[src/rtl/core/at_command_line_parser_macros.svh]
// Assertion macros for the AT command line parser.
`ifndef AT_COMMAND_LINE_PARSER_MACROS_SVH
`define AT_COMMAND_LINE_PARSER_MACROS_SVH

`ifndef SYNTH
`define ACLP_ASSERT_IMP(label, ante, cons) \
	label: assert property (@(posedge clk) disable iff (!arst_n) (ante) |-> (cons)) \
		else $error("aclp assertion failed");
`define ACLP_ASSERT_NEXT(label, ante, cons) \
	label: assert property (@(posedge clk) disable iff (!arst_n) (ante) |=> (cons)) \
		else $error("aclp assertion failed");
`else
`define ACLP_ASSERT_IMP(label, ante, cons)
`define ACLP_ASSERT_NEXT(label, ante, cons)
`endif

`endif

[src/rtl/core/aclp_pkg.sv]
// Shared constants, codes and the request token of the AT command line parser.
`default_nettype none
package aclp_pkg;

	localparam int BUFFER_SIZE = 128;
	localparam int NUM_ENTRIES = 16;
	localparam int NAME_LEN    = 16;

	localparam int CFG_W = 5;
	localparam int IDX_W = 4;
	localparam int POS_W = $clog2(NAME_LEN);
	localparam int LEN_W = $clog2(NAME_LEN + 2);
	localparam int CNT_W = $clog2(BUFFER_SIZE + 1);
	localparam int OFF_W = 8;
	localparam int IN_W  = 16;
	localparam int OUT_W = 24;

	localparam logic [7:0] CH_CR = 8'd13;
	localparam logic [7:0] CH_LF = 8'd10;
	localparam logic [7:0] CH_A  = 8'h41;
	localparam logic [7:0] CH_T  = 8'h54;
	localparam logic [7:0] CH_EQ = 8'h3d;
	localparam logic [7:0] CH_QM = 8'h3f;

	localparam logic [2:0] ST_MATCH   = 3'd0;
	localparam logic [2:0] ST_EMPTY   = 3'd1;
	localparam logic [2:0] ST_PREFIX  = 3'd2;
	localparam logic [2:0] ST_CHAR    = 3'd3;
	localparam logic [2:0] ST_UNKNOWN = 3'd4;

	localparam logic [1:0] TY_RUN   = 2'd0;
	localparam logic [1:0] TY_READ  = 2'd1;
	localparam logic [1:0] TY_TEST  = 2'd2;
	localparam logic [1:0] TY_WRITE = 2'd3;

	typedef enum logic [1:0] {
		TK_NONE,
		TK_WRITE,
		TK_CHAR,
		TK_FINISH
	} tok_kind_t;

	typedef struct packed {
		tok_kind_t        kind;
		logic [7:0]       data;
		logic [IDX_W-1:0] entry;
		logic [POS_W-1:0] pos;
		logic             wr_ok;
		logic [2:0]       pre_status;
		logic             try_match;
		logic [1:0]       ctype;
		logic             name_ok;
		logic             chk_zero;
		logic [OFF_W-1:0] offset;
		logic             found;
		logic [IDX_W-1:0] match;
	} tok_t;

endpackage
`default_nettype wire

[src/rtl/core/aclp_front.sv]
// Line tracker: collects bytes into lines and issues tokens to the cell chain.
`default_nettype none
module aclp_front
	import aclp_pkg::*;
(
	input  wire logic             clk,
	input  wire logic             arst_n,
	input  wire logic             adv,
	input  wire logic             in_accept,
	input  wire logic             in_cmd,
	input  wire logic [7:0]       in_byte,
	input  wire logic [IDX_W-1:0] in_entry,
	input  wire logic [3:0]       in_pos,
	output tok_t                  tok_out
);

	typedef enum logic [2:0] {
		PH_EXPECT_A,
		PH_EXPECT_T,
		PH_NAME,
		PH_AFTER_EQ,
		PH_DONE
	} phase_t;

	typedef enum logic [1:0] {
		ERR_NONE,
		ERR_PREFIX,
		ERR_CHAR
	} err_t;

	phase_t           phase_q, phase_d;
	err_t             err_q, err_d;
	logic [CNT_W-1:0] cnt_q, cnt_d;
	logic [CNT_W-1:0] eq_q, eq_d;
	logic [LEN_W-1:0] len_q, len_d;
	logic [1:0]       type_q, type_d;
	logic             term_q, term_d;
	tok_t             tok_q, tok_d;

	function automatic logic legal_char(input logic [7:0] c);
		legal_char = (c >= 8'h41 && c <= 8'h5a) || (c >= 8'h30 && c <= 8'h39) ||
			c == 8'h2b || c == 8'h23 || c == 8'h24 || c == 8'h40 || c == 8'h5f ||
			c == CH_EQ || c == CH_QM;
	endfunction

	always_comb begin
		phase_d = phase_q;
		err_d   = err_q;
		cnt_d   = cnt_q;
		eq_d    = eq_q;
		len_d   = len_q;
		type_d  = type_q;
		term_d  = term_q;
		tok_d   = '0;
		tok_d.kind = TK_NONE;
		if (in_accept) begin
			if (in_cmd) begin
				tok_d.kind  = TK_WRITE;
				tok_d.data  = in_byte;
				tok_d.entry = in_entry;
				tok_d.pos   = POS_W'(in_pos);
				tok_d.wr_ok = LEN_W'(in_pos) < LEN_W'(NAME_LEN);
			end else if (in_byte != 8'd0 && !in_byte[7]) begin
				if (in_byte != CH_CR && in_byte != CH_LF && cnt_q < CNT_W'(BUFFER_SIZE)) begin
					cnt_d = cnt_q + CNT_W'(1);
					if (err_q == ERR_NONE) begin
						unique case (phase_q)
							PH_EXPECT_A: begin
								if (in_byte == CH_A) phase_d = PH_EXPECT_T;
								else err_d = ERR_PREFIX;
							end
							PH_EXPECT_T: begin
								if (in_byte == CH_T) phase_d = PH_NAME;
								else err_d = ERR_PREFIX;
							end
							PH_NAME: begin
								if (!legal_char(in_byte)) begin
									err_d = ERR_CHAR;
								end else if (in_byte == CH_EQ) begin
									eq_d    = cnt_q;
									phase_d = PH_AFTER_EQ;
								end else if (in_byte == CH_QM) begin
									type_d  = TY_READ;
									phase_d = PH_DONE;
								end else begin
									if (len_q < LEN_W'(NAME_LEN)) begin
										tok_d.kind = TK_CHAR;
										tok_d.data = in_byte;
										tok_d.pos  = len_q[POS_W-1:0];
									end
									if (len_q <= LEN_W'(NAME_LEN)) len_d = len_q + LEN_W'(1);
								end
							end
							PH_AFTER_EQ: begin
								type_d  = (in_byte == CH_QM) ? TY_TEST : TY_WRITE;
								phase_d = PH_DONE;
							end
							PH_DONE: begin
							end
						endcase
					end
				end
				if (!term_q) begin
					if (in_byte == CH_CR) term_d = 1'b1;
				end else if (in_byte != CH_LF) begin
					term_d = 1'b0;
				end else begin
					tok_d.kind     = TK_FINISH;
					tok_d.name_ok  = len_q <= LEN_W'(NAME_LEN);
					tok_d.chk_zero = len_q < LEN_W'(NAME_LEN);
					tok_d.pos      = len_q[POS_W-1:0];
					tok_d.offset   = OFF_W'(eq_q) + OFF_W'(1);
					if (cnt_q == '0) begin
						tok_d.pre_status = ST_EMPTY;
					end else if (err_q == ERR_PREFIX || phase_q == PH_EXPECT_A ||
						phase_q == PH_EXPECT_T) begin
						tok_d.pre_status = ST_PREFIX;
					end else if (err_q == ERR_CHAR) begin
						tok_d.pre_status = ST_CHAR;
					end else begin
						tok_d.pre_status = ST_UNKNOWN;
						tok_d.try_match  = 1'b1;
						if (phase_q == PH_AFTER_EQ) tok_d.ctype = TY_WRITE;
						else if (phase_q == PH_DONE) tok_d.ctype = type_q;
						else tok_d.ctype = TY_RUN;
					end
					phase_d = PH_EXPECT_A;
					err_d   = ERR_NONE;
					cnt_d   = '0;
					eq_d    = '0;
					len_d   = '0;
					type_d  = TY_RUN;
					term_d  = 1'b0;
				end
			end
		end
	end

	always_ff @(posedge clk or negedge arst_n) begin
		if (!arst_n) begin
			phase_q <= PH_EXPECT_A;
			err_q   <= ERR_NONE;
			cnt_q   <= '0;
			eq_q    <= '0;
			len_q   <= '0;
			type_q  <= TY_RUN;
			term_q  <= 1'b0;
			tok_q   <= '0;
		end else begin
			phase_q <= phase_d;
			err_q   <= err_d;
			cnt_q   <= cnt_d;
			eq_q    <= eq_d;
			len_q   <= len_d;
			type_q  <= type_d;
			term_q  <= term_d;
			if (adv) tok_q <= tok_d;
		end
	end

	assign tok_out = tok_q;

endmodule
`default_nettype wire

[src/rtl/core/aclp_cell.sv]
// Matching cell: one table entry, its alive bit and one token stage.
`default_nettype none
module aclp_cell
	import aclp_pkg::*;
(
	input  wire logic             clk,
	input  wire logic             arst_n,
	input  wire logic             adv,
	input  wire logic [IDX_W-1:0] idx,
	input  wire logic [CFG_W-1:0] cmd_count,
	input  wire tok_t             tok_in,
	output tok_t                  tok_out
);

	logic [7:0] row_q [NAME_LEN];
	logic       alive_q;
	tok_t       tok_q;
	tok_t       tok_nxt;
	logic [7:0] rd_char;
	logic       hit;

	assign rd_char = row_q[tok_in.pos];
	assign hit = tok_in.try_match && tok_in.name_ok && !tok_in.found && alive_q &&
		(CFG_W'(idx) < cmd_count) && (!tok_in.chk_zero || rd_char == 8'd0);

	always_comb begin
		tok_nxt = tok_in;
		if (tok_in.kind == TK_FINISH && hit) begin
			tok_nxt.found = 1'b1;
			tok_nxt.match = idx;
		end
	end

	always_ff @(posedge clk) begin
		if (adv && tok_in.kind == TK_WRITE && tok_in.entry == idx && tok_in.wr_ok) begin
			row_q[tok_in.pos] <= tok_in.data;
		end
	end

	always_ff @(posedge clk or negedge arst_n) begin
		if (!arst_n) begin
			alive_q <= 1'b1;
			tok_q   <= '0;
		end else if (adv) begin
			tok_q <= tok_nxt;
			case (tok_in.kind)
				TK_CHAR: begin
					if (rd_char != tok_in.data) alive_q <= 1'b0;
				end
				TK_FINISH: begin
					alive_q <= 1'b1;
				end
				default: begin
				end
			endcase
		end
	end

	assign tok_out = tok_q;

endmodule
`default_nettype wire

[src/rtl/core/at_command_line_parser.sv]
// AT command line parser: one result per CR LF terminated line.
// Each LF request passes the front stage, the entry cells and the output register before its result appears.
// Throughput: one request per cycle through a front stage and a chain of one cell per entry.
// Intake holds only while a finished result sits at the chain end and the output is held.
// Reset clears line state and the entry count and sets all alive bits; table contents stay undefined.
`default_nettype none
`include "at_command_line_parser_macros.svh"
module at_command_line_parser
	import aclp_pkg::*;
(
	input  wire logic             clk,
	input  wire logic             arst_n,
	input  wire logic             cfg_valid,
	output      logic             cfg_ready,
	input  wire logic [CFG_W-1:0] cfg_data,      // command_count
	input  wire logic             s_axis_tvalid,
	output      logic             s_axis_tready,
	input  wire logic [IN_W-1:0]  s_axis_tdata,  // byte_value, entry_index, char_position
	input  wire logic             s_axis_tuser,  // command
	output      logic             m_axis_tvalid,
	input  wire logic             m_axis_tready,
	output      logic [OUT_W-1:0] m_axis_tdata   // status, command_type, matched_entry,
	                                             // param_offset, zero pad
);

	logic             cfg_write;
	logic [CFG_W-1:0] cmd_count_q;
	logic             adv;
	logic             in_accept;
	logic             out_valid_q;
	logic [OUT_W-1:0] out_data_q;
	tok_t             chain [NUM_ENTRIES+1];
	tok_t             tail;
	logic [2:0]       res_status;
	logic [IDX_W-1:0] res_entry;
	logic [OFF_W-1:0] res_offset;

	assign cfg_ready = 1'b1;
	assign cfg_write = cfg_valid;

	always_ff @(posedge clk or negedge arst_n) begin
		if (!arst_n) cmd_count_q <= '0;
		else if (cfg_write) cmd_count_q <= cfg_data;
	end

	assign tail          = chain[NUM_ENTRIES];
	assign adv           = !(tail.kind == TK_FINISH && out_valid_q && !m_axis_tready);
	assign s_axis_tready = adv;
	assign in_accept     = s_axis_tvalid && adv;

	aclp_front u_front (
		.clk       (clk),
		.arst_n    (arst_n),
		.adv       (adv),
		.in_accept (in_accept),
		.in_cmd    (s_axis_tuser),
		.in_byte   (s_axis_tdata[7:0]),
		.in_entry  (s_axis_tdata[11:8]),
		.in_pos    (s_axis_tdata[15:12]),
		.tok_out   (chain[0])
	);

	for (genvar g = 0; g < NUM_ENTRIES; g++) begin : g_cell
		aclp_cell u_cell (
			.clk       (clk),
			.arst_n    (arst_n),
			.adv       (adv),
			.idx       (IDX_W'(g)),
			.cmd_count (cmd_count_q),
			.tok_in    (chain[g]),
			.tok_out   (chain[g+1])
		);
	end

	always_comb begin
		res_status = tail.pre_status;
		res_entry  = '0;
		res_offset = '0;
		if (tail.try_match) begin
			res_status = tail.found ? ST_MATCH : ST_UNKNOWN;
			if (tail.found) begin
				res_entry = tail.match;
				if (tail.ctype == TY_WRITE) res_offset = tail.offset;
			end
		end
	end

	always_ff @(posedge clk or negedge arst_n) begin
		if (!arst_n) begin
			out_valid_q <= 1'b0;
			out_data_q  <= '0;
		end else if (adv && tail.kind == TK_FINISH) begin
			out_valid_q <= 1'b1;
			out_data_q  <= {7'd0, res_offset, res_entry, tail.ctype, res_status};
		end else if (m_axis_tready) begin
			out_valid_q <= 1'b0;
		end
	end

	assign m_axis_tvalid = out_valid_q;
	assign m_axis_tdata  = out_data_q;

	`ACLP_ASSERT_IMP(a_stall_cause, !s_axis_tready, tail.kind == TK_FINISH && m_axis_tvalid)
	`ACLP_ASSERT_NEXT(a_finish_lands, adv && tail.kind == TK_FINISH, m_axis_tvalid)
	`ACLP_ASSERT_NEXT(a_held_result, m_axis_tvalid && !m_axis_tready,
		m_axis_tvalid && $stable(m_axis_tdata))
	`ACLP_ASSERT_IMP(a_match_status, tail.found, tail.try_match)

endmodule
`default_nettype wire

[config.mk]
export PLATFORM = sky130hd
export DESIGN_NAME = at_command_line_parser
export DESIGN_NICKNAME = d
export VERILOG_FILES = /design/src/rtl/core/aclp_pkg.sv /design/src/rtl/core/aclp_front.sv /design/src/rtl/core/aclp_cell.sv /design/src/rtl/core/at_command_line_parser.sv
export VERILOG_INCLUDE_DIRS = /design/src /design/src/rtl/core
export SDC_FILE = /design/constraint.sdc
export NUM_CORES = 2
export LEC_CHECK = 0
export ABC_AREA = 1
export BUFFER_PORTS_ARGS = -buffer_cell sky130_fd_sc_hd__buf_4
export CELL_PAD_IN_SITES_DETAIL_PLACEMENT = 0
export CELL_PAD_IN_SITES_GLOBAL_PLACEMENT = 1
export CORE_ASPECT_RATIO = 1.1
export CORE_MARGIN = 4
export CORE_UTILIZATION = 39
export DETAILED_ROUTE_END_ITERATION = 16
export PLACE_DENSITY = 0.73
export SLEW_MARGIN = 20
export SYNTH_ARGS = -nofsm -noshare
export SYNTH_HDL_FRONTEND = slang
export SYNTH_SLANG_ARGS = --single-unit
[constraint.sdc]
create_clock -name clk -period 5 [get_ports clk]
set_input_delay 1 -clock clk [delete_from_list [all_inputs] [get_ports clk]]
set_output_delay 1 -clock clk [all_outputs]
set_load 0.01 [all_outputs]
---- Word-level counts from Yosys, hierarchy flattened ----
Memory sizes are Yosys's and may differ from the RTL's.
Cells that the tools add are included.
word-level totals
  register bits after elaboration ......... 724
  latch bits .............................. 0
  RAM bits ................................ 2,048
  ROM bits ................................ 0
  input bits .............................. 27
  output and inout port bits .............. 27
  logic and storage cells ................. 839
  memories kept ........................... 16
cells by class
  $add $sub $neg .......................... 3
  $mul .................................... 0
  div/mod/pow operators ................... 0
  order comparisons ....................... 23
  equality and inequality tests ........... 115
  shifts and indexed selects .............. 0
  multiplexer cells ....................... 174
  bitwise operators ....................... 2
  reduce and logical (&&, ||, !) cells .... 267
memories
  memory                   depth  bits a word  rd ports  clocked after memory_dff  wr ports  line             source
  g_cell[0].u_cell.row_q   16     8            1         0                         1         aclp_cell.sv:15  logic [7:0] row_q [NAME_LEN];
  g_cell[10].u_cell.row_q  16     8            1         0                         1         aclp_cell.sv:15
  g_cell[11].u_cell.row_q  16     8            1         0                         1         aclp_cell.sv:15
  g_cell[12].u_cell.row_q  16     8            1         0                         1         aclp_cell.sv:15
  g_cell[13].u_cell.row_q  16     8            1         0                         1         aclp_cell.sv:15
  g_cell[14].u_cell.row_q  16     8            1         0                         1         aclp_cell.sv:15
  10 more memories         n/a    n/a          n/a       n/a                       n/a       n/a
operators by type and width
  kind                  number
  $logic_and A1 B1 Y1   152
  $logic_not A8 Y1      17
  $ne A8 B8 Y1          16
  $mux W5               25
  $mux W8               13
  $mux W10              9
  $eq A2 B2 Y1 const B  35
  $mux W16              4
  $mux W4               14
  $mux W1               54
  $mux W3               17
  $reduce_and A3 Y1     17
  $eq A8 B6 Y1 const B  5
  $lt A4 B5 Y1 const A  8
  $mux W2               18
  $mux W35              1
  $eq A2 B1 Y1 const B  17
  $logic_not A1 Y1      34
  $reduce_bool A2 Y1    17
  $eq A4 B4 Y1 const B  8
  $eq A8 B7 Y1 const B  4
  $ne A2 B1 Y1 const B  16
  $pmux W1 S2           16
  $logic_or A1 B1 Y1    26
  other kinds (28)      41

---- Logic depth before layout (Yosys ltp) ----
  depth after elaboration ................. 19
  gate-level depth with buffers ........... 19
  depth with buffers taken out ............ 16

---- Modules after synthesis ----
From an unflattened synthesis, not the netlist that was laid out.
unflattened totals
  cell total of the unflattened synthesis .. 12,821
  area, all modules ....................... 120,583.1 um^2
modules (own cells, without submodules)
  module                              instances  cells each  area an instance (um^2)
  aclp_cell at g_cell[14].u_cell ...  10         763         7,247.0
  aclp_cell at g_cell[0].u_cell ...   5          764         7,248.2
  aclp_cell at g_cell[2].u_cell       1          765         7,297.0
  aclp_front                          1          460         3,440.8
  at_command_line_parser              1          146         1,134.8

---- Worst setup path before layout ----
Ideal clock, no wire load.
  path type ............................... input -> output
  start ................................... input m_axis_tready
  end ..................................... output s_axis_tready
  arrival time ............................ 2,042 ps
  required time ........................... 4,000 ps
  setup slack ............................. 1,958 ps
  stages .................................. 7
  buffers on the path ..................... 3
  cell sequence ........................... nor2_1 inv_2 nor2_4 inv_2 buf_2 clkbuf_1 clkbuf_1
between the ends
  cells in the longest elaborated chain, start to end .. 3
ends and longest elaborated chain
  element              line                          source
  from (decl)          at_command_line_parser.sv:21  input wire logic m_axis_tready,
  $logic_not A1 Y1     at_command_line_parser.sv:47  assign adv = !(tail.kind == TK_FINISH && out_valid_q && !m_axis_tready);
  $logic_and A1 B1 Y1  at_command_line_parser.sv:47
  $logic_not A1 Y1     at_command_line_parser.sv:47
  to (decl)            at_command_line_parser.sv:17  output logic s_axis_tready,
No other way between the ends.

---- Worst setup path after layout ----
  start ................................... register out_valid_q, in the netlist m_axis_tvalid
  end ..................................... output s_axis_tready
between the ends
  cells in the longest elaborated chain, start to end .. 3
ends and longest elaborated chain
  element                           line                          source
  from (decl)                       at_command_line_parser.sv:30  logic out_valid_q;
  from (signal assigned)            at_command_line_parser.sv:90  out_valid_q <= 1'b0;
  from (signal assigned)            at_command_line_parser.sv:93  out_valid_q <= 1'b1;
  from (signal assigned)            at_command_line_parser.sv:96  out_valid_q <= 1'b0;
  $logic_and A1 B1 Y1 (2 in a row)  at_command_line_parser.sv:47
  $logic_not A1 Y1                  at_command_line_parser.sv:47
No other way between the ends.

==> metrics.cfg <==
[run_status]
status = completed

[synth]
yosysSeqAreaShare = 0.683
synth_top_family_by_area = simple AND/OR/NAND/NOR gates
synthArstFlopShare = 0.253
synth_edf_count = 2048
ys.flop_type = edfxtp_1
synthMuxAreaShare = 0.000195
synth_fa_ha_area_frac = 0.000542
yosys.area_share.simple = 0.254
ys_types = 48
synth_cells = 11668
synthesis.area_mm2 = 0.115
synth_xor_area_frac = 0.000531
synth_area_per_cell_um2 = 9.89
synth-seq-cells = 2740
yosys_warnings = 0
synth_compound_area_frac = 0.0256

[drt]
routed_wirelength_mm = 279
drtPass1Iterations = 6
via_per_inst = 4.94
drcViolationCount = 0
initialDrtViolationCount = 6514
ant_nets = 0
wire_per_inst_um = 17.7
detailroute.via_count = 77905

[global_route]
grt_pass1_vias = 77084
grt.total_usage = 0.179
grt_pass1_wl_mm = 437
grt_max_degree = 222
antenna_found_initial = 4
overflow = 0

[power_and_ir_drop]
clock_power_share = 0.450
power_frac_comb = 0.041
leakagePower_uw = 0.0537
power_density_mw_per_mm2 = 380
peakVddDrop_uv = 276
internal_power_uw = 38300
switching_share = 0.220
switchingPower_uw = 10800
pwr-share-seq = 0.509

[critical_path]
path_class = flop to output port
critical_path.max_fanout = 58
max_stage_delay_ns = 0.47
arrival_ns = 2.74
required_ns = 4.00
worst_setup_path_end_kind = output port
cpMaxStageDelayCell = dfrtp_1
path_common_cell = buf_4
start_kind = flop
worstPathCellList = inv_1 > nor2_1 > inv_2 > nor2_4 > inv_8 > buf_4 > buf_4

[timing]
period_share = 0.748
max_freq_mhz = 267
finalHoldViolCount = 0
finClkSkew_ns = 0.0668
worstMarginPinSlew_ns = 1.09
fin_setup_tns_ns = 0
period_needed_ns = 3.74
slew_headroom = 0.274
setup_viol_count_final = 0
drv_slew = 0
rsz0062_at_grt = no
hold_ws_ns = 0.166

[cts]
h-tree-depth = 5
cts_root_buffer = clkbuf_16
cts_buffer_depth = 4
cts.hold.buffers_added = 0
cts_buffers = 296
cts.clk_slew.worst_paths_ns = 0.06
clk_latency_ns = 0.87
numClockSinks = 2740
post-cts-setup-buffers = 0
cts_resized = 0
tritoncts = done

[hold_path]
hold_class = input port to asynchronous set/reset pin

[layout]
final_net_count = 11660
finalNonFillerCells = 15771
layout_commonest_cell = nand2_1
area_growth_pct = 11.9
final_cell_mix = nand2_1, edfxtp_1, nor2_1, dfrtp_1, nand3_1
final_core_util = 0.438
drive_gt1_frac = 0.0631

[die]
io_pins = 54
fp.dieArea_mm2 = 0.305
core_mm2 = 0.295
start_util = 0.392
die_h_um = 579
fp-row-count = 209
die_w_um = 527

[job]
cap_violations = 0

[placed_design]
dp_hpwl_mm = 174
dpl.cell_count = 15233
port_buffers = 45
routabilityCongestion = 0.847

==> critical path: cells and delay by family (launching register included) <==
family	cells	cell delay, ns
simple gates	2	0.44
flops	1	0.47
buf+inv	5	0.92
==> metrics by stage <==
step | power (uW) | setup slack (ns) | cell area (um2)
after floorplan | 26600 | 1.96 | 115000
after global placement | 27500 | 1.00 | 119000
after detailed placement | 27500 | 0.990 | 119000
after CTS | 49600 | 1.11 | 129000
after global routing | 50900 | 1.09 | 129000
final | 49100 | 1.26 | 129000
==> final timing paths <==
path / slack, ns / cells past startpoint / from / to
worst max-delay path: 1.26 / 7 / m_axis_tvalid$_DFFE_PN0P_ / s_axis_tready
worst min-delay path: 0.17 / 1 / arst_n / g_cell[8].u_cell.tok_out[31]$_DFFE_PN0N_
worst max register to register: 1.56 / 12 / u_front.tok_out[23]$_DFFE_PN0N_ / g_cell[0].u_cell.tok_out[4]$_DFFE_PN0N_
worst min register to register: 0.46 / 2 / g_cell[7].u_cell.alive_q$_DFFE_PN1P_ / g_cell[7].u_cell.alive_q$_DFFE_PN1P_
max in group asynchronous: 3.49 / 2 / arst_n / g_cell[1].u_cell.tok_out[22]$_DFFE_PN0N_
min in group clk: 0.42 / 2 / cfg_data[2] / cmd_count_q[2]$_DFFE_PN0P_
==> power by group through the flow <==
stage	registers (uW)	logic, uW	clock network (uW)
final	25000	2010	22100
after global routing	25000	2300	23600
after CTS	25000	2040	22600
after detailed placement	25500	2030	0
after global placement	25500	2010	0
after floorplan	25300	1310	0
==> synthesized netlist by cell type (all sizes together) (2+ instances only) <==
master	n	area, um2
nor4	25	156
dfstp	16	420
ha	5	62.6
mux2	2	22.5
nand3	597	3000
xor2	6	52.6
inv	386	1450
o211ai	4	30.0
a21oi	43	238
nor2	769	2920
a2111oi	2	17.5
nand4	155	970
o21ai	433	2170
conb	2	7.51
a211oi	3	22.5
clkinv	18	67.6
clkbuf	276	1040
a31oi	4	25.0
buf	260	1620
o22ai	15	93.8
edfxtp	2048	61500
nand2	5790	21800
o31ai	9	67.6
dfrtp	676	16900
nor3	92	482
o21bai	16	131
a22oi	9	103
a32o	3	30.0
==> cell type report <==
cell class | count | area [um2]
timing repair buffer | 192 | 1560
clock inverter | 132 | 1330
clock buffer | 403 | 8550
antenna | 3 | 7.51
multi-input combinational | 7994 | 32500
inverter | 404 | 1550
sequential | 2740 | 78900
fill | 27792 | 166000
tap | 3903 | 4880
==> cells by family after synthesis <==
family,after synthesis
buffers and inverters,940
other,2
AO/OA/AOI/OAI,544
multiplexers,2
XOR/XNOR,7
flip-flops,2740
AND/OR/NAND/NOR,7428
adder cells (fa/ha/maj),5
==> routing by layer <==
layer  global-route usage  vias to the layer above  share of wire
met5                    0                        -       0.000047
met4               0.0472                        2          0.024
met3               0.0263                      472          0.050
met2                0.308                     1806           0.49
met1                0.238                    37433           0.43
li1                     -                    38192              -
==> sequential cells by signal (all words and copies together) (netlist names), 5 cells and up <==
register,cells
u_front.cnt_q,8
u_front.tok_out,34
g_cell.u_cell.tok_out,590
u_front.len_q,5
g_cell.u_cell.alive_q,16
m_axis_tdata,17
u_front.eq_q,8
cmd_count_q,5
g_cell.u_cell.row_q,2048
No activity file was read; power rests on OpenSTA's default activity.
